`src/rtl/selective_repeat_receive_window_assert.svh`:
```
// ----------------------------------------------------------------------------
// Selective repeat receive window - assertion macros
// Concurrent checks that compile away when SYNTHESIS is defined.
// ----------------------------------------------------------------------------
`ifndef SELECTIVE_REPEAT_RECEIVE_WINDOW_ASSERT_SVH
`define SELECTIVE_REPEAT_RECEIVE_WINDOW_ASSERT_SVH

`ifndef SYNTHESIS
// same-cycle implication
`define SRRW_ASSERT_IMPLY(label, clk, rst, ante, cons, msg) \
   label: assert property (@(posedge clk) disable iff (rst) (ante) |-> (cons)) \
      else $error(msg);
// next-cycle implication
`define SRRW_ASSERT_NEXT(label, clk, rst, ante, cons, msg) \
   label: assert property (@(posedge clk) disable iff (rst) (ante) |=> (cons)) \
      else $error(msg);
`else
`define SRRW_ASSERT_IMPLY(label, clk, rst, ante, cons, msg)
`define SRRW_ASSERT_NEXT(label, clk, rst, ante, cons, msg)
`endif

`endif

```
`src/rtl/srrw_pkg.sv`:
```
// ----------------------------------------------------------------------------
// srrw_pkg
// Types and constants of the selective repeat receive window.
// ----------------------------------------------------------------------------
`timescale 1ns / 1ps
`default_nettype none

package srrw_pkg;

   localparam int DefaultMaxWindow = 32;
   localparam int ResultCap        = 32;

   localparam int OffsetW = 32;
   localparam int FragW   = 11;
   localparam int WinW    = 6;
   localparam int AgeW    = 16;

   localparam int DivSteps = OffsetW;
   localparam int DivCntW  = $clog2(DivSteps);

   localparam logic [AgeW-1:0]  InitialAge    = 16'd10;
   localparam logic [AgeW-1:0]  AgeMax        = 16'hFFFF;
   localparam logic [FragW-1:0] FragSizeReset = 11'd1000;
   localparam logic [WinW-1:0]  WinSizeReset  = 6'd8;
   localparam logic [AgeW-1:0]  TimeoutReset  = 16'd100;

   typedef enum logic [1:0] {
      CSR_FILE_SIZE          = 2'd0,
      CSR_FRAGMENT_SIZE      = 2'd1,
      CSR_WINDOW_SIZE        = 2'd2,
      CSR_RETRANSMIT_TIMEOUT = 2'd3
   } csr_index_type;

   typedef enum logic {
      OP_TICK     = 1'b0,
      OP_RESPONSE = 1'b1
   } op_type;

   typedef enum logic {
      KIND_REQUEST = 1'b0,
      KIND_COMMIT  = 1'b1
   } kind_type;

   typedef struct packed {
      op_type             op;
      logic [OffsetW-1:0] resp_offset;
   } req_type;

   typedef struct packed {
      kind_type           kind;
      logic [OffsetW-1:0] frag_offset;
      logic [FragW-1:0]   frag_length;
      logic               transfer_done;
      logic               last;
   } rsp_type;

   typedef struct packed {
      logic            received;
      logic [AgeW-1:0] age;
   } slot_entry_type;

   typedef enum logic [3:0] {
      ST_IDLE,
      ST_NDIV,
      ST_QDIV,
      ST_RCHK,
      ST_RMARK,
      ST_CRD,
      ST_CEV,
      ST_TRD,
      ST_TEV,
      ST_MUL,
      ST_EMIT,
      ST_FLUSH
   } state_type;

endpackage

`default_nettype wire

```
`src/rtl/selective_repeat_receive_window.sv`:
```
// ----------------------------------------------------------------------------
// selective_repeat_receive_window
// Receiver side of a selective repeat transfer: ages window slots, requests
// timed-out fragments and commits received fragments in order.
// ----------------------------------------------------------------------------
// Usage
//   req channel : one item is a tick (op = OP_TICK) or a data response
//                 (op = OP_RESPONSE, resp_offset = byte offset in its header).
//   rsp channel : zero to 32 items per req item; last marks the final one.
//                 A tick yields fragment requests, a response yields in-order
//                 commits; transfer_done rides on the commit that closes the file.
//   csr channel : register writes, only while no req item is in flight.
//                 A write of file_size or fragment_size recomputes the fragment
//                 count in the divider; req_ready stays low until it is done.
//   Sequence    : a tick walks every slot of the slot RAM. A response runs
//                 the 32-step divider for its fragment index, then marks the
//                 slot and checks the window base for each commit. Requests and
//                 commits each pass the 32x11 offset multiplier. A tick or
//                 response after the transfer is finished gives nothing.
//   Reset       : window at fragment 0, all slots unreceived with age 10, the
//                 slot RAM valid bits cleared at once (no clearing pass).
//   Stall       : one result is held back to learn whether it is the last one;
//                 when rsp_ready is low, the walk stops at the next result.
// ----------------------------------------------------------------------------
`timescale 1ns / 1ps
`default_nettype none

`include "selective_repeat_receive_window_assert.svh"

module selective_repeat_receive_window
   import srrw_pkg::*;
#(
   parameter int MAX_WINDOW = DefaultMaxWindow
) (
   input  wire logic          clock,
   input  wire logic          reset,
   input  wire logic          req_valid,
   output      logic          req_ready,
   input  wire req_type       req_payload,
   output      logic          rsp_valid,
   input  wire logic          rsp_ready,
   output      rsp_type       rsp_payload,
   input  wire logic          csr_valid,
   output      logic          csr_ready,
   input  wire csr_index_type csr_index,
   input  wire logic [31:0]   csr_wdata
);

   localparam int SlotW  = (MAX_WINDOW > 1) ? $clog2(MAX_WINDOW) : 1;
   localparam int ScanW  = $clog2(MAX_WINDOW + 1);
   localparam int WinCap = (MAX_WINDOW < ResultCap) ? MAX_WINDOW : ResultCap;
   localparam int CntW   = $clog2(ResultCap + 1);
   localparam int ProdW  = OffsetW + FragW;

   // ---------------------------------------------------------------------
   // Registers
   // ---------------------------------------------------------------------
   state_type          state_ff,      state_in;
   logic [OffsetW-1:0] file_size_ff,  file_size_in;
   logic [FragW-1:0]   frag_size_ff,  frag_size_in;
   logic [WinW-1:0]    win_size_ff,   win_size_in;
   logic [AgeW-1:0]    timeout_ff,    timeout_in;
   logic [OffsetW-1:0] n_ff,          n_in;          // fragment count
   logic [OffsetW-1:0] base_ff,       base_in;       // window base fragment
   logic [SlotW-1:0]   base_slot_ff,  base_slot_in;  // base mod MAX_WINDOW
   logic [AgeW-1:0]    elapsed_ff,    elapsed_in;
   logic               pend_valid_ff, pend_valid_in;
   logic               out_valid_ff,  out_valid_in;

   logic [OffsetW-1:0] div_num_ff,    div_num_in;
   logic [FragW-1:0]   div_rem_ff,    div_rem_in;
   logic [DivCntW-1:0] div_cnt_ff,    div_cnt_in;
   logic [OffsetW-1:0] idx_ff,        idx_in;
   logic [ScanW-1:0]   scan_cnt_ff,   scan_cnt_in;
   logic [SlotW-1:0]   scan_slot_ff,  scan_slot_in;
   logic [CntW-1:0]    commit_cnt_ff, commit_cnt_in;
   logic [OffsetW-1:0] emit_idx_ff,   emit_idx_in;
   kind_type           emit_kind_ff,  emit_kind_in;
   logic               emit_done_ff,  emit_done_in;
   logic               ret_commit_ff, ret_commit_in;
   logic [ProdW-1:0]   prod_ff,       prod_in;
   rsp_type            pend_ff,       pend_in;
   rsp_type            out_ff,        out_in;

   // ---------------------------------------------------------------------
   // Slot RAM: one entry per slot, valid bits give the reset value
   // ---------------------------------------------------------------------
   slot_entry_type          slot_mem [MAX_WINDOW];
   logic [MAX_WINDOW-1:0]   slot_valid_ff;
   slot_entry_type          rd_data_ff;
   logic                    rd_valid_ff;
   slot_entry_type          rd_entry;

   logic                    mem_we;
   logic                    mem_re;
   logic [SlotW-1:0]        mem_waddr;
   logic [SlotW-1:0]        mem_raddr;
   slot_entry_type          mem_wdata;

   always_ff @(posedge clock) begin
      if (mem_we) begin
         slot_mem[mem_waddr] <= mem_wdata;
      end
      if (mem_re) begin
         rd_data_ff  <= slot_mem[mem_raddr];
         rd_valid_ff <= slot_valid_ff[mem_raddr];
      end
   end

   always_ff @(posedge clock) begin
      if (reset) begin
         slot_valid_ff <= '0;
      end else if (mem_we) begin
         slot_valid_ff[mem_waddr] <= 1'b1;
      end
   end

   always_comb begin
      if (rd_valid_ff) begin
         rd_entry = rd_data_ff;
      end else begin
         rd_entry.received = 1'b0;
         rd_entry.age      = InitialAge;
      end
   end

   // ---------------------------------------------------------------------
   // Derived values
   // ---------------------------------------------------------------------
   logic [FragW-1:0]   f_eff;
   logic [WinW-1:0]    w_raw;
   logic [6:0]         w_eff;
   logic               xfer_active;
   logic               out_free;
   logic [AgeW:0]      fresh_sum;
   logic [AgeW-1:0]    fresh_age;
   logic [AgeW-1:0]    elapsed_inc;
   logic [SlotW-1:0]   base_slot_inc;
   logic [SlotW-1:0]   scan_slot_inc;

   assign f_eff       = (frag_size_ff == '0) ? FragW'(1) : frag_size_ff;
   assign w_raw       = (win_size_ff == '0) ? WinW'(1) : win_size_ff;
   assign w_eff       = (7'(w_raw) > 7'(WinCap)) ? 7'(WinCap) : 7'(w_raw);
   assign xfer_active = base_ff < n_ff;
   assign out_free    = !out_valid_ff || rsp_ready;
   assign fresh_sum   = (AgeW+1)'(elapsed_ff) + (AgeW+1)'(InitialAge);
   assign fresh_age   = fresh_sum[AgeW] ? AgeMax : fresh_sum[AgeW-1:0];
   assign elapsed_inc = (elapsed_ff == AgeMax) ? elapsed_ff : elapsed_ff + AgeW'(1);

   assign base_slot_inc = (base_slot_ff == SlotW'(MAX_WINDOW - 1)) ? '0
                                                                  : base_slot_ff + SlotW'(1);
   assign scan_slot_inc = (scan_slot_ff == SlotW'(MAX_WINDOW - 1)) ? '0
                                                                  : scan_slot_ff + SlotW'(1);

   // restoring divider, one quotient bit per cycle (remainder stays below f)
   logic [FragW:0]     div_shift;
   logic [FragW:0]     div_f;
   logic               div_ge;
   logic [FragW-1:0]   div_rem_next;
   logic [FragW:0]     div_diff;
   logic [OffsetW-1:0] div_q_next;

   assign div_shift    = {div_rem_ff, div_num_ff[OffsetW-1]};
   assign div_f        = {1'b0, f_eff};
   assign div_ge       = div_shift >= div_f;
   assign div_diff     = div_shift - div_f;
   assign div_rem_next = div_ge ? div_diff[FragW-1:0] : div_shift[FragW-1:0];
   assign div_q_next   = {div_num_ff[OffsetW-2:0], div_ge};

   // response window check and slot of the fragment
   logic [OffsetW:0]   win_end;
   logic               resp_in_window;
   logic [OffsetW-1:0] resp_off;
   logic [SlotW:0]     resp_sum;
   logic [SlotW-1:0]   resp_slot;

   assign win_end        = {1'b0, base_ff} + (OffsetW+1)'(w_eff);
   assign resp_in_window = (idx_ff >= base_ff) && ({1'b0, idx_ff} < win_end)
                           && (idx_ff < n_ff);
   assign resp_off       = idx_ff - base_ff;
   assign resp_sum       = (SlotW+1)'(base_slot_ff) + resp_off[SlotW:0];
   assign resp_slot      = (resp_sum >= (SlotW+1)'(MAX_WINDOW))
                           ? SlotW'(resp_sum - (SlotW+1)'(MAX_WINDOW))
                           : resp_sum[SlotW-1:0];

   // tick scan: aged value and request decision for the slot just read
   logic [OffsetW:0]   scan_idx;
   logic [AgeW-1:0]    age_next;
   logic               scan_hit;
   logic               scan_last;

   assign scan_idx  = {1'b0, base_ff} + (OffsetW+1)'(scan_cnt_ff);
   assign age_next  = (rd_entry.age == AgeMax) ? AgeMax : rd_entry.age + AgeW'(1);
   assign scan_hit  = (7'(scan_cnt_ff) < w_eff) && (scan_idx < {1'b0, n_ff})
                      && !rd_entry.received && (age_next >= timeout_ff);
   assign scan_last = scan_cnt_ff == ScanW'(MAX_WINDOW - 1);

   // result build from the registered product
   logic               start_in_file;
   logic [OffsetW-1:0] remain;
   rsp_type            new_rsp;

   assign start_in_file = prod_ff < ProdW'(file_size_ff);
   assign remain        = file_size_ff - prod_ff[OffsetW-1:0];

   always_comb begin
      new_rsp.kind          = emit_kind_ff;
      new_rsp.frag_offset   = prod_ff[OffsetW-1:0];
      new_rsp.transfer_done = emit_done_ff;
      new_rsp.last          = 1'b0;
      if (!start_in_file) begin
         new_rsp.frag_length = '0;
      end else if (remain > OffsetW'(f_eff)) begin
         new_rsp.frag_length = f_eff;
      end else begin
         new_rsp.frag_length = remain[FragW-1:0];
      end
   end

   // ---------------------------------------------------------------------
   // Sequencer
   // ---------------------------------------------------------------------
   assign req_ready   = (state_ff == ST_IDLE) && !csr_valid;
   assign csr_ready   = state_ff == ST_IDLE;
   assign rsp_valid   = out_valid_ff;
   assign rsp_payload = out_ff;

   always_comb begin
      state_in      = state_ff;
      file_size_in  = file_size_ff;
      frag_size_in  = frag_size_ff;
      win_size_in   = win_size_ff;
      timeout_in    = timeout_ff;
      n_in          = n_ff;
      base_in       = base_ff;
      base_slot_in  = base_slot_ff;
      elapsed_in    = elapsed_ff;
      pend_valid_in = pend_valid_ff;
      out_valid_in  = out_valid_ff;
      div_num_in    = div_num_ff;
      div_rem_in    = div_rem_ff;
      div_cnt_in    = div_cnt_ff;
      idx_in        = idx_ff;
      scan_cnt_in   = scan_cnt_ff;
      scan_slot_in  = scan_slot_ff;
      commit_cnt_in = commit_cnt_ff;
      emit_idx_in   = emit_idx_ff;
      emit_kind_in  = emit_kind_ff;
      emit_done_in  = emit_done_ff;
      ret_commit_in = ret_commit_ff;
      prod_in       = prod_ff;
      pend_in       = pend_ff;
      out_in        = out_ff;
      mem_we        = 1'b0;
      mem_re        = 1'b0;
      mem_waddr     = scan_slot_ff;
      mem_raddr     = scan_slot_ff;
      mem_wdata     = rd_entry;

      if (out_valid_ff && rsp_ready) begin
         out_valid_in = 1'b0;
      end

      case (state_ff)
         ST_IDLE: begin
            if (csr_valid) begin
               case (csr_index)
                  CSR_FILE_SIZE: begin
                     file_size_in = csr_wdata;
                     div_num_in   = csr_wdata;
                     div_rem_in   = '0;
                     div_cnt_in   = '0;
                     state_in     = ST_NDIV;
                  end
                  CSR_FRAGMENT_SIZE: begin
                     frag_size_in = csr_wdata[FragW-1:0];
                     div_num_in   = file_size_ff;
                     div_rem_in   = '0;
                     div_cnt_in   = '0;
                     state_in     = ST_NDIV;
                  end
                  CSR_WINDOW_SIZE: begin
                     win_size_in = csr_wdata[WinW-1:0];
                  end
                  CSR_RETRANSMIT_TIMEOUT: begin
                     timeout_in = csr_wdata[AgeW-1:0];
                  end
                  default: begin
                  end
               endcase
            end else if (req_valid) begin
               if (req_payload.op == OP_TICK) begin
                  elapsed_in = elapsed_inc;
                  if (xfer_active) begin
                     scan_cnt_in  = '0;
                     scan_slot_in = base_slot_ff;
                     state_in     = ST_TRD;
                  end
               end else if (xfer_active) begin
                  div_num_in = req_payload.resp_offset;
                  div_rem_in = '0;
                  div_cnt_in = '0;
                  state_in   = ST_QDIV;
               end
            end
         end

         ST_NDIV, ST_QDIV: begin
            div_num_in = div_q_next;
            div_rem_in = div_rem_next;
            div_cnt_in = div_cnt_ff + DivCntW'(1);
            if (div_cnt_ff == DivCntW'(DivSteps - 1)) begin
               if (state_ff == ST_NDIV) begin
                  // ceiling: one more fragment for a short tail
                  n_in     = div_q_next + OffsetW'(div_rem_next != '0);
                  state_in = ST_IDLE;
               end else begin
                  idx_in   = div_q_next;
                  state_in = ST_RCHK;
               end
            end
         end

         ST_RCHK: begin
            if (resp_in_window) begin
               scan_slot_in = resp_slot;
               mem_re       = 1'b1;
               mem_raddr    = resp_slot;
               state_in     = ST_RMARK;
            end else begin
               state_in = ST_IDLE;
            end
         end

         ST_RMARK: begin
            if (rd_entry.received) begin
               // duplicate response
               state_in = ST_IDLE;
            end else begin
               mem_we             = 1'b1;
               mem_waddr          = scan_slot_ff;
               mem_wdata.received = 1'b1;
               mem_wdata.age      = rd_entry.age;
               commit_cnt_in      = '0;
               state_in           = ST_CRD;
            end
         end

         ST_CRD: begin
            if (xfer_active && (commit_cnt_ff < CntW'(ResultCap))) begin
               mem_re    = 1'b1;
               mem_raddr = base_slot_ff;
               state_in  = ST_CEV;
            end else begin
               state_in = ST_FLUSH;
            end
         end

         ST_CEV: begin
            if (rd_entry.received) begin
               // slot goes to the fragment MAX_WINDOW further on
               mem_we             = 1'b1;
               mem_waddr          = base_slot_ff;
               mem_wdata.received = 1'b0;
               mem_wdata.age      = fresh_age;
               emit_idx_in        = base_ff;
               emit_kind_in       = KIND_COMMIT;
               emit_done_in       = ({1'b0, base_ff} + (OffsetW+1)'(1)) >= {1'b0, n_ff};
               base_in            = base_ff + OffsetW'(1);
               base_slot_in       = base_slot_inc;
               commit_cnt_in      = commit_cnt_ff + CntW'(1);
               ret_commit_in      = 1'b1;
               state_in           = ST_MUL;
            end else begin
               state_in = ST_FLUSH;
            end
         end

         ST_TRD: begin
            mem_re    = 1'b1;
            mem_raddr = scan_slot_ff;
            state_in  = ST_TEV;
         end

         ST_TEV: begin
            mem_we             = 1'b1;
            mem_waddr          = scan_slot_ff;
            mem_wdata.received = rd_entry.received;
            mem_wdata.age      = scan_hit ? '0 : age_next;
            if (scan_hit) begin
               emit_idx_in   = scan_idx[OffsetW-1:0];
               emit_kind_in  = KIND_REQUEST;
               emit_done_in  = 1'b0;
               ret_commit_in = 1'b0;
               scan_cnt_in   = scan_cnt_ff + ScanW'(1);
               scan_slot_in  = scan_slot_inc;
               state_in      = ST_MUL;
            end else if (scan_last) begin
               state_in = ST_FLUSH;
            end else begin
               // read the next slot while this one is written back
               scan_cnt_in  = scan_cnt_ff + ScanW'(1);
               scan_slot_in = scan_slot_inc;
               mem_re       = 1'b1;
               mem_raddr    = scan_slot_inc;
            end
         end

         ST_MUL: begin
            prod_in  = ProdW'(emit_idx_ff) * ProdW'(f_eff);
            state_in = ST_EMIT;
         end

         ST_EMIT: begin
            if (!pend_valid_ff || out_free) begin
               if (pend_valid_ff) begin
                  out_in       = pend_ff;
                  out_valid_in = 1'b1;
               end
               pend_in       = new_rsp;
               pend_valid_in = 1'b1;
               if (ret_commit_ff) begin
                  state_in = ST_CRD;
               end else if (scan_cnt_ff == ScanW'(MAX_WINDOW)) begin
                  state_in = ST_FLUSH;
               end else begin
                  state_in = ST_TRD;
               end
            end
         end

         ST_FLUSH: begin
            if (!pend_valid_ff) begin
               state_in = ST_IDLE;
            end else if (out_free) begin
               out_in        = pend_ff;
               out_in.last   = 1'b1;
               out_valid_in  = 1'b1;
               pend_valid_in = 1'b0;
               state_in      = ST_IDLE;
            end
         end

         default: begin
            state_in = ST_IDLE;
         end
      endcase
   end

   always_ff @(posedge clock) begin
      if (reset) begin
         state_ff      <= ST_IDLE;
         file_size_ff  <= '0;
         frag_size_ff  <= FragSizeReset;
         win_size_ff   <= WinSizeReset;
         timeout_ff    <= TimeoutReset;
         n_ff          <= '0;
         base_ff       <= '0;
         base_slot_ff  <= '0;
         elapsed_ff    <= '0;
         pend_valid_ff <= 1'b0;
         out_valid_ff  <= 1'b0;
      end else begin
         state_ff      <= state_in;
         file_size_ff  <= file_size_in;
         frag_size_ff  <= frag_size_in;
         win_size_ff   <= win_size_in;
         timeout_ff    <= timeout_in;
         n_ff          <= n_in;
         base_ff       <= base_in;
         base_slot_ff  <= base_slot_in;
         elapsed_ff    <= elapsed_in;
         pend_valid_ff <= pend_valid_in;
         out_valid_ff  <= out_valid_in;
      end
   end

   always_ff @(posedge clock) begin
      div_num_ff    <= div_num_in;
      div_rem_ff    <= div_rem_in;
      div_cnt_ff    <= div_cnt_in;
      idx_ff        <= idx_in;
      scan_cnt_ff   <= scan_cnt_in;
      scan_slot_ff  <= scan_slot_in;
      commit_cnt_ff <= commit_cnt_in;
      emit_idx_ff   <= emit_idx_in;
      emit_kind_ff  <= emit_kind_in;
      emit_done_ff  <= emit_done_in;
      ret_commit_ff <= ret_commit_in;
      prod_ff       <= prod_in;
      pend_ff       <= pend_in;
      out_ff        <= out_in;
   end

   // ---------------------------------------------------------------------
   // Assertions
   // ---------------------------------------------------------------------
   `SRRW_ASSERT_IMPLY(a_idle_no_pending, clock, reset, state_ff == ST_IDLE,
      !pend_valid_ff, "held-back result left behind in idle")
   `SRRW_ASSERT_IMPLY(a_done_is_last, clock, reset,
      rsp_valid && (rsp_payload.kind == KIND_COMMIT) && rsp_payload.transfer_done,
      rsp_payload.last, "closing commit not marked last")
   `SRRW_ASSERT_IMPLY(a_request_not_done, clock, reset,
      rsp_valid && (rsp_payload.kind == KIND_REQUEST),
      !rsp_payload.transfer_done, "request carries done flag")
   `SRRW_ASSERT_IMPLY(a_commit_cap, clock, reset, state_ff == ST_CEV,
      commit_cnt_ff < CntW'(ResultCap), "commit run past cap")
   `SRRW_ASSERT_NEXT(a_size_write_recount, clock, reset,
      csr_valid && csr_ready && (csr_index == CSR_FILE_SIZE),
      state_ff == ST_NDIV, "file size write did not start recount")

endmodule

`default_nettype wire
```
`config.mk`:
```
export PLATFORM = sky130hd
export DESIGN_NAME = selective_repeat_receive_window
export DESIGN_NICKNAME = d
export VERILOG_FILES = /design/src/rtl/srrw_pkg.sv /design/src/rtl/selective_repeat_receive_window.sv
export VERILOG_INCLUDE_DIRS = /design/src /design/src/rtl
export SDC_FILE = /design/constraint.sdc
export NUM_CORES = 2
export LEC_CHECK = 0
export ABC_CLOCK_PERIOD_IN_PS = 10000
export BUFFER_PORTS_ARGS = -buffer_cell sky130_fd_sc_hd__buf_2
export CORE_MARGIN = 4
export CORE_UTILIZATION = 35
export CTS_BUF_LIST = sky130_fd_sc_hd__clkbuf_8
export CTS_CLUSTER_SIZE = 40
export DETAILED_ROUTE_END_ITERATION = 12
export GPL_ROUTABILITY_DRIVEN = 0
export SLEW_MARGIN = 15
export SYNTH_ARGS = -nofsm -noshare
export SYNTH_HDL_FRONTEND = slang
export SYNTH_SLANG_ARGS = --single-unit
```
`constraint.sdc`:
```
create_clock -name clock -period 10 [get_ports clock]
set_input_delay 0.5 -clock clock [delete_from_list [all_inputs] [get_ports clock]]
set_output_delay 0.5 -clock clock [all_outputs]
set_load 0.02 [all_outputs]
```
# Yosys cells after proc, flatten, opt, wreduce, memory -nomap -nowiden
# Memory sizes are Yosys's and may differ from the RTL's. A register that Yosys moved wholly into a read port is not among the register bits.
# Cells that the tools add are included.
[totals]
ff_bits = 454
mem_bits_rw = 544
wordCells = 274
n_memories = 1
[op_classes]
bitwise = 5
n_eq_ne = 41
muxes = 112
mul = 1
n_addsub = 18
order_cmp = 17
reduce_logical = 46
[mem_list]
columns = ["name", "words", "word_bits", "read_ports", "rd_clocked_by_memory_dff", "wr", "line_no", "text"]
rows = [
  ["slot_mem", 32, 17, 1, 1, 1, "selective_repeat_receive_window.sv:88", "slot_entry_type slot_mem [MAX_WINDOW];"],
]
[ops]
columns = ["operator", "n"]
rows = [
  ["32-bit two-way mux", 6],
  ["32-bit case mux with 2 select lines", 3],
  ["46-bit two-way mux", 4],
  ["5-bit two-way mux", 19],
  ["46-bit case mux with 2 select lines", 1],
  ["11-bit two-way mux", 8],
  ["32-bit by 6-bit adder with 33-bit output", 2],
  ["32-bit < comparator", 2],
  ["16-bit two-way mux", 4],
  ["4-bit two-way mux", 15],
  ["6-bit two-way mux", 10],
  ["17-bit case mux with 3 select lines", 1],
  ["4-bit case mux with 11 select lines", 1],
  ["43-bit by 32-bit < comparator with 1-bit output", 1],
  ["32-bit by 11-bit multiplier with 43-bit output", 1],
  ["32-bit by 1-bit adder with 33-bit output (second input constant)", 1],
  ["33-bit by 32-bit greater-or-equal comparator with 1-bit output", 1],
  ["32-bit by 33-bit < comparator with 1-bit output", 1],
  ["33-bit by 32-bit < comparator with 1-bit output", 1],
  ["16-bit by 1-bit adder with 16-bit output (second input constant)", 2],
  ["32-bit by 1-bit adder with 32-bit output", 1],
  ["32-bit by 1-bit adder with 32-bit output (second input constant)", 1],
  ["16-bit == test (second input constant)", 2],
  ["32-bit greater-or-equal comparator", 1],
  ["other kinds (62)", 151],
]

# Depth between registers and ports, before layout
[depth]
ltp_word = 12
depth_mapped = 32
mapped_depth_nobuf = 29

# Least setup slack after synthesis
# No wires, ideal clock.
[synth_path]
path_type = "register -> register"
startpoint = "register rd_valid_ff"
endpoint = "register emit_done_ff, enable pin"
synth_period_minus_slack_ps = 6728
path_stages_with_launch = 22
setup_slack_ps = 3272
t_arrival_ps = 6255
t_required_ps = 9528
cell_sequence = "edfxtp_1 -> clkbuf_1 -> clkbuf_1 -> nand2b_1 -> ha_1 -> nand3_1 -> nor2_1 -> and4_1 -> and4_1 -> nand2_1 -> or2_2 -> or2_2 -> clkbuf_1 -> nand3_1 -> ha_1 -> a2111oi_0 -> o21a_1 -> o311ai_0 -> nand4_1 -> a31oi_2 -> nand2_1 -> o21ai_0"
[synth_via]
elab_chain_cells = 7
elab_cells_between_ends = 11
classes_between = "add/sub (1); order compare (1); eq/ne (3); mux (2); reduce/logical (4)"
[synth_rtl]
columns = ["item", "line_no", "text"]
rows = [
  ["start, declared", "selective_repeat_receive_window.sv:91", "logic rd_valid_ff;"],
  ["start signal, assigned", "selective_repeat_receive_window.sv:106", "rd_valid_ff <= slot_valid_ff[mem_raddr];"],
  ["17-bit two-way mux (*)", "selective_repeat_receive_window.sv:119", "if (rd_valid_ff) begin"],
  ["16-bit by 1-bit adder with 16-bit output / 16-bit == test (equally long branches)", "selective_repeat_receive_window.sv:193", "assign age_next = (rd_entry.age == AgeMax) ? AgeMax : rd_entry.age + AgeW'(1);"],
  ["16-bit two-way mux", "selective_repeat_receive_window.sv:193", ""],
  ["16-bit greater-or-equal comparator", "selective_repeat_receive_window.sv:195", "&& !rd_entry.received && (age_next >= timeout_ff);"],
  ["1-bit logical AND", "selective_repeat_receive_window.sv:195", ""],
  ["2-bit != test (no line)", "-", ""],
  ["3-bit AND reduction (no line) (*)", "-", ""],
  ["end signal, assigned", "selective_repeat_receive_window.sv:488", "emit_done_ff <= emit_done_in;"],
  ["end, declared", "selective_repeat_receive_window.sv:79", "logic emit_done_ff, emit_done_in;"],
]
# Every way passes the cells marked *; elsewhere a longest branch is shown, timed or not.
# A chain may end at the register's enable or synchronous reset.

# Final worst setup path
[layout_path]
startpoint = "register scan_cnt_ff[0]"
endpoint = "register rd_data_ff[10] (netlist name)"
[layout_via]
elab_chain_cells = 7
elab_cells_between_ends = 13
classes_between = "add/sub (1); order compare (2); eq/ne (1); mux (6); reduce/logical (3)"
[layout_rtl]
columns = ["item", "line_no", "text"]
rows = [
  ["start, declared", "selective_repeat_receive_window.sv:74", "logic [ScanW-1:0] scan_cnt_ff, scan_cnt_in;"],
  ["start signal, assigned", "selective_repeat_receive_window.sv:483", "scan_cnt_ff <= scan_cnt_in;"],
  ["32-bit by 6-bit adder with 33-bit output", "selective_repeat_receive_window.sv:192", "assign scan_idx = {1'b0, base_ff} + (OffsetW+1)'(scan_cnt_ff);"],
  ["33-bit by 32-bit < comparator with 1-bit output", "selective_repeat_receive_window.sv:194", "assign scan_hit = (7'(scan_cnt_ff) < w_eff) && (scan_idx < {1'b0, n_ff})"],
  ["1-bit logical AND", "selective_repeat_receive_window.sv:194", ""],
  ["1-bit logical AND (2 in a row)", "selective_repeat_receive_window.sv:195", ""],
  ["1-bit two-way mux / 5-bit two-way mux (equally long branches)", "selective_repeat_receive_window.sv:390", "if (scan_hit) begin"],
  ["1-bit case mux with 4 select lines / 5-bit case mux with 3 select lines (equally long branches)", "selective_repeat_receive_window.sv:264", "case (state_ff)"],
]
# Parallel ways exist; a longest one is shown, timed or not.

==> impl_results.md <==
- Status: finished clean
- Comb pwr share: 0.418
- Post-Syn Instances: 5,675
- CP peak stage delay: 0.92 ns
- Syn Area/Cell: 10.9 um^2
- P&R area growth vs syn: 12.2%
- Slowest cell on crit path: a2111oi_0
- Tot GR Track Use: 0.199
- Synth cell types: 90
- Layout Nets: 6,608
- Routed wire length: 186,000 um
- RSZ-0062 raised after global routing: no
- Final Setup Violations: 0
- Sw frac: 0.379
- Crit-path max FO: 61
- Post-synth top area share: 0.401
- CP delay by family, top: compound AO/OA/AOI/OAI gates
- Fmax: 0.122 GHz
- Final Power: 15.7 mW
- Tcrit/Tclk final: 0.820
- Core Region: 176,000 um^2
- Setup tns final: 0 ns
- Dpl cells: 7,952
- Ys flop type: edfxtp_1
- Final core utilization: 0.394
- Largest net degree at the start of global routing: 89
- Synth warnings: 0
- Fin worst setup slack: 1.80 ns
- # resized after CTS: 0
- Flop pwr share: 0.340
- CP bufs+invs: 3
- Fraction of registers with async set or reset after synthesis: 0
- Critical Path Start Type: flip-flop
- Worst Setup End Kind: flip-flop
- Residual overflow from global routing: 0
- Sw Pwr: 5.95 mW
- Syn Nets: 6,432
- Post-route ant nets: 0
- EDFF count, synth: 827
- Clk slew on worst S/H paths: 0.06 ns
- 1st-pass router iterations: 8
- Initial antenna violation count: 16
- Vias: 44,000
- Pwr per Cell Area: 226 nW/um^2
- Die X-Extent: 428 um
- HPWL Detailed: 134,000 um
- Clock insertion delay at the later pin of the skew report: 0.95 ns
- Crit Path Category: flip-flop to flip-flop
- Die area: 184,000 um^2
- DRC viols: 0
- Crit path time final: 8.20 ns
- Worst hold path type: input pin to flip-flop
- Int Pwr: 9.75 mW
- Leak: 27.5 nW
- Peak VDD IR: 0.000224 V
- Mapped Area: 61,900 um^2
- 1st-iter DRT viols: 3,532
- Number of global-route vias before repair: 44,100
- Critical Path, Cell by Cell: ha_1, fa_1, a211oi_1, o21bai_1, a21oi_2, nor2_1, nand2_1, xnor2_1, ha_1, a21o_1, a2111oi_0, o2111ai_1, a31oi_2, a21oi_1, buf_4, nand2_1, nor3_1, a2111oi_2, buf_4, buf_4, mux2i_1, a22oi_1, a21oi_1, nor4_1
- # IOs: 121
- Part of the Yosys area used for sequential elements: 0.462
- CTS root buf: clkbuf_8
- Worst EP arrival: 8.94 ns
- Max-Cap Viols: 0
- Row count: 154
- CTS sink cnt: 1,015
- CTS buffer count: 170
- Worst-case clock buffer depth: 3
- CTS tree: built
- Largest area contributor in the netlist: edfxtp_1
- Clock network power share: 0.241
- First-pass GRT wire length: 279,000 um
- Worst slew pin tran: 1.13 ns
- Final hold violation count: 0
- Max-slew violation total from the final report: 0
- Via density: 5.27
- Most frequent CP cell: buf_4
- Worst hold slack: 0.0970 ns
- Number of synthesized register bits: 1,015
- Required time worst endpoint: 10.74 ns
- Effective utilization at floorplan: 0.352
- Post-route insts no fill: 8,350
- Share of layout cells above drive strength 1: 0.0902
- H-Tree Depth: 4
- Slew Limit Headroom: 0.240
- Post-route cell area: 69,400 um^2
- Port Buf Inserts: 120
- Routed length per placed instance: 22.3 um
- Pre-CTS setup slack: 2.00 ns
- Chip height: 428 um
- Clock skew: 0.0738 ns
- Post-CTS Setup Bufs: 0
- Top post-synthesis cells by area: edfxtp_1 40%, fa_1 9.0%, ha_1 8.3%, mux2i_1 6.5%, dfxtp_1 6.1%
- Placement Cell Area: 65,200 um^2
[worst paths after layout]
| check | cells past startpoint | to | slack [ns] | from |
|---|---|---|---|---|
| setup / recovery | 24 | rd_data_ff[10] | 1.80 | scan_cnt_ff[0] |
| hold / removal | 4 | elapsed_ff[0] | 0.1 | req_valid |
| setup reg to reg | 24 | rd_data_ff[10] | 1.80 | scan_cnt_ff[0] |
| hold reg to reg | 0 | rsp_payload[9] | 0.40 | pend_ff[9] |
[sequential cells by signal (all words and copies together), names as in the netlist, 43 cells and up]
name and cells:
slot_mem 544, pend_ff 45, rsp_payload 46, prod_ff 43
[Yosys cell counts (all sizes together) (54+ instances only)]
master	number
dfxtp	188
nor2	386
nand3	113
inv	494
xor2	67
ha	408
clkbuf	210
edfxtp	827
nand2	699
fa	277
nor3	67
nand4	59
buf	66
xnor2	212
and2	54
a21o	62
a21oi	295
o21ai	202
a22oi	71
mux2i	401
[routing by layer]
metal	up-vias	GRT usage	share of wire
met2	1594	0.333	0.48
met5	-	0	0.000070
li1	20300	-	-
met3	402	0.0372	0.066
met4	2	0.106	0.059
met1	21700	0.244	0.40
[power by group through the flow]
| stage | logic, mW | registers (mW) | clock network (mW) |
|---|---|---|---|
| floorplan | 4.85 | 5.33 | 0 |
| CTS | 6.60 | 5.34 | 3.89 |
| global placement | 6.45 | 5.42 | 0 |
| global route | 7.30 | 5.36 | 4.10 |
| finish | 6.57 | 5.34 | 3.79 |
| detailed placement | 6.53 | 5.43 | 0 |
[layout by cell type, fill, tap and decap left out, types with 30 or more instances in the layout]
| master | Yosys | final |
|---|---|---|
| a21oi_1 | 293 | 291 |
| nor2b_1 | 32 | 30 |
| dlygate4sd3_1 | 0 | 66 |
| nand2_1 | 698 | 698 |
| nor3_1 | 66 | 64 |
| o22ai_1 | 36 | 35 |
| edfxtp_1 | 827 | 827 |
| inv_1 | 487 | 550 |
| and2_1 | 54 | 53 |
| a21o_1 | 62 | 62 |
| nand2b_1 | 40 | 40 |
| buf_4 | 20 | 90 |
| fa_1 | 277 | 277 |
| xor2_1 | 67 | 67 |
| ha_1 | 408 | 408 |
| mux2i_1 | 401 | 401 |
| a22oi_1 | 71 | 71 |
| nor2_1 | 386 | 362 |
| o21ai_0 | 178 | 175 |
| nor4_1 | 39 | 38 |
| nand3_1 | 113 | 112 |
| a211oi_1 | 46 | 46 |
| buf_2 | 34 | 119 |
| xnor2_1 | 212 | 212 |
| clkbuf_8 | 0 | 190 |
| nand4_1 | 56 | 56 |
| dfxtp_1 | 188 | 188 |
| and3_1 | 34 | 33 |
[worst reg2reg max path: stages (launching register included)]
cell and delay [ns]:
edfxtp_1 0.49, ha_1 0.27, fa_1 0.45, a211oi_1 0.37
o21bai_1 0.15, a21oi_2 0.46, nor2_1 0.18, nand2_1 0.14
xnor2_1 0.15, ha_1 0.28, a21o_1 0.18, a2111oi_0 0.92
o2111ai_1 0.37, a31oi_2 0.42, a21oi_1 0.14, buf_4 0.25
nand2_1 0.18, nor3_1 0.09, a2111oi_2 0.36, buf_4 0.31
buf_4 0.82, mux2i_1 0.37, a22oi_1 0.24, a21oi_1 0.10
nor4_1 0.32
[final cells by class]
| cell class | instances | area, um^2 |
|---|---|---|
| Clock buffer | 190 | 2620 |
| Multi-Input combinational cell | 3883 | 30400 |
| Antenna cell | 12 | 30.0 |
| Tap cell | 2340 | 2930 |
| Timing Repair Buffer | 280 | 2020 |
| Fill cell | 16900 | 107000 |
| Sequential cell | 1015 | 28600 |
| Inverter | 501 | 1880 |
| Clock inverter | 129 | 885 |
[timing repair]
item,in CTS,in global routing
setup endpoints to repair,0,0
hold buffers,66,0
hold endpoints to repair,138,0
[cells by family after synthesis]
family / synth area share
buf+inv: 0.0492
compound gates: 0.0917
flops: 0.462
fa+ha+maj: 0.172
simple gates: 0.117
mux: 0.0685
xor+xnor: 0.0395
Power figures use the tool's default switching activity.
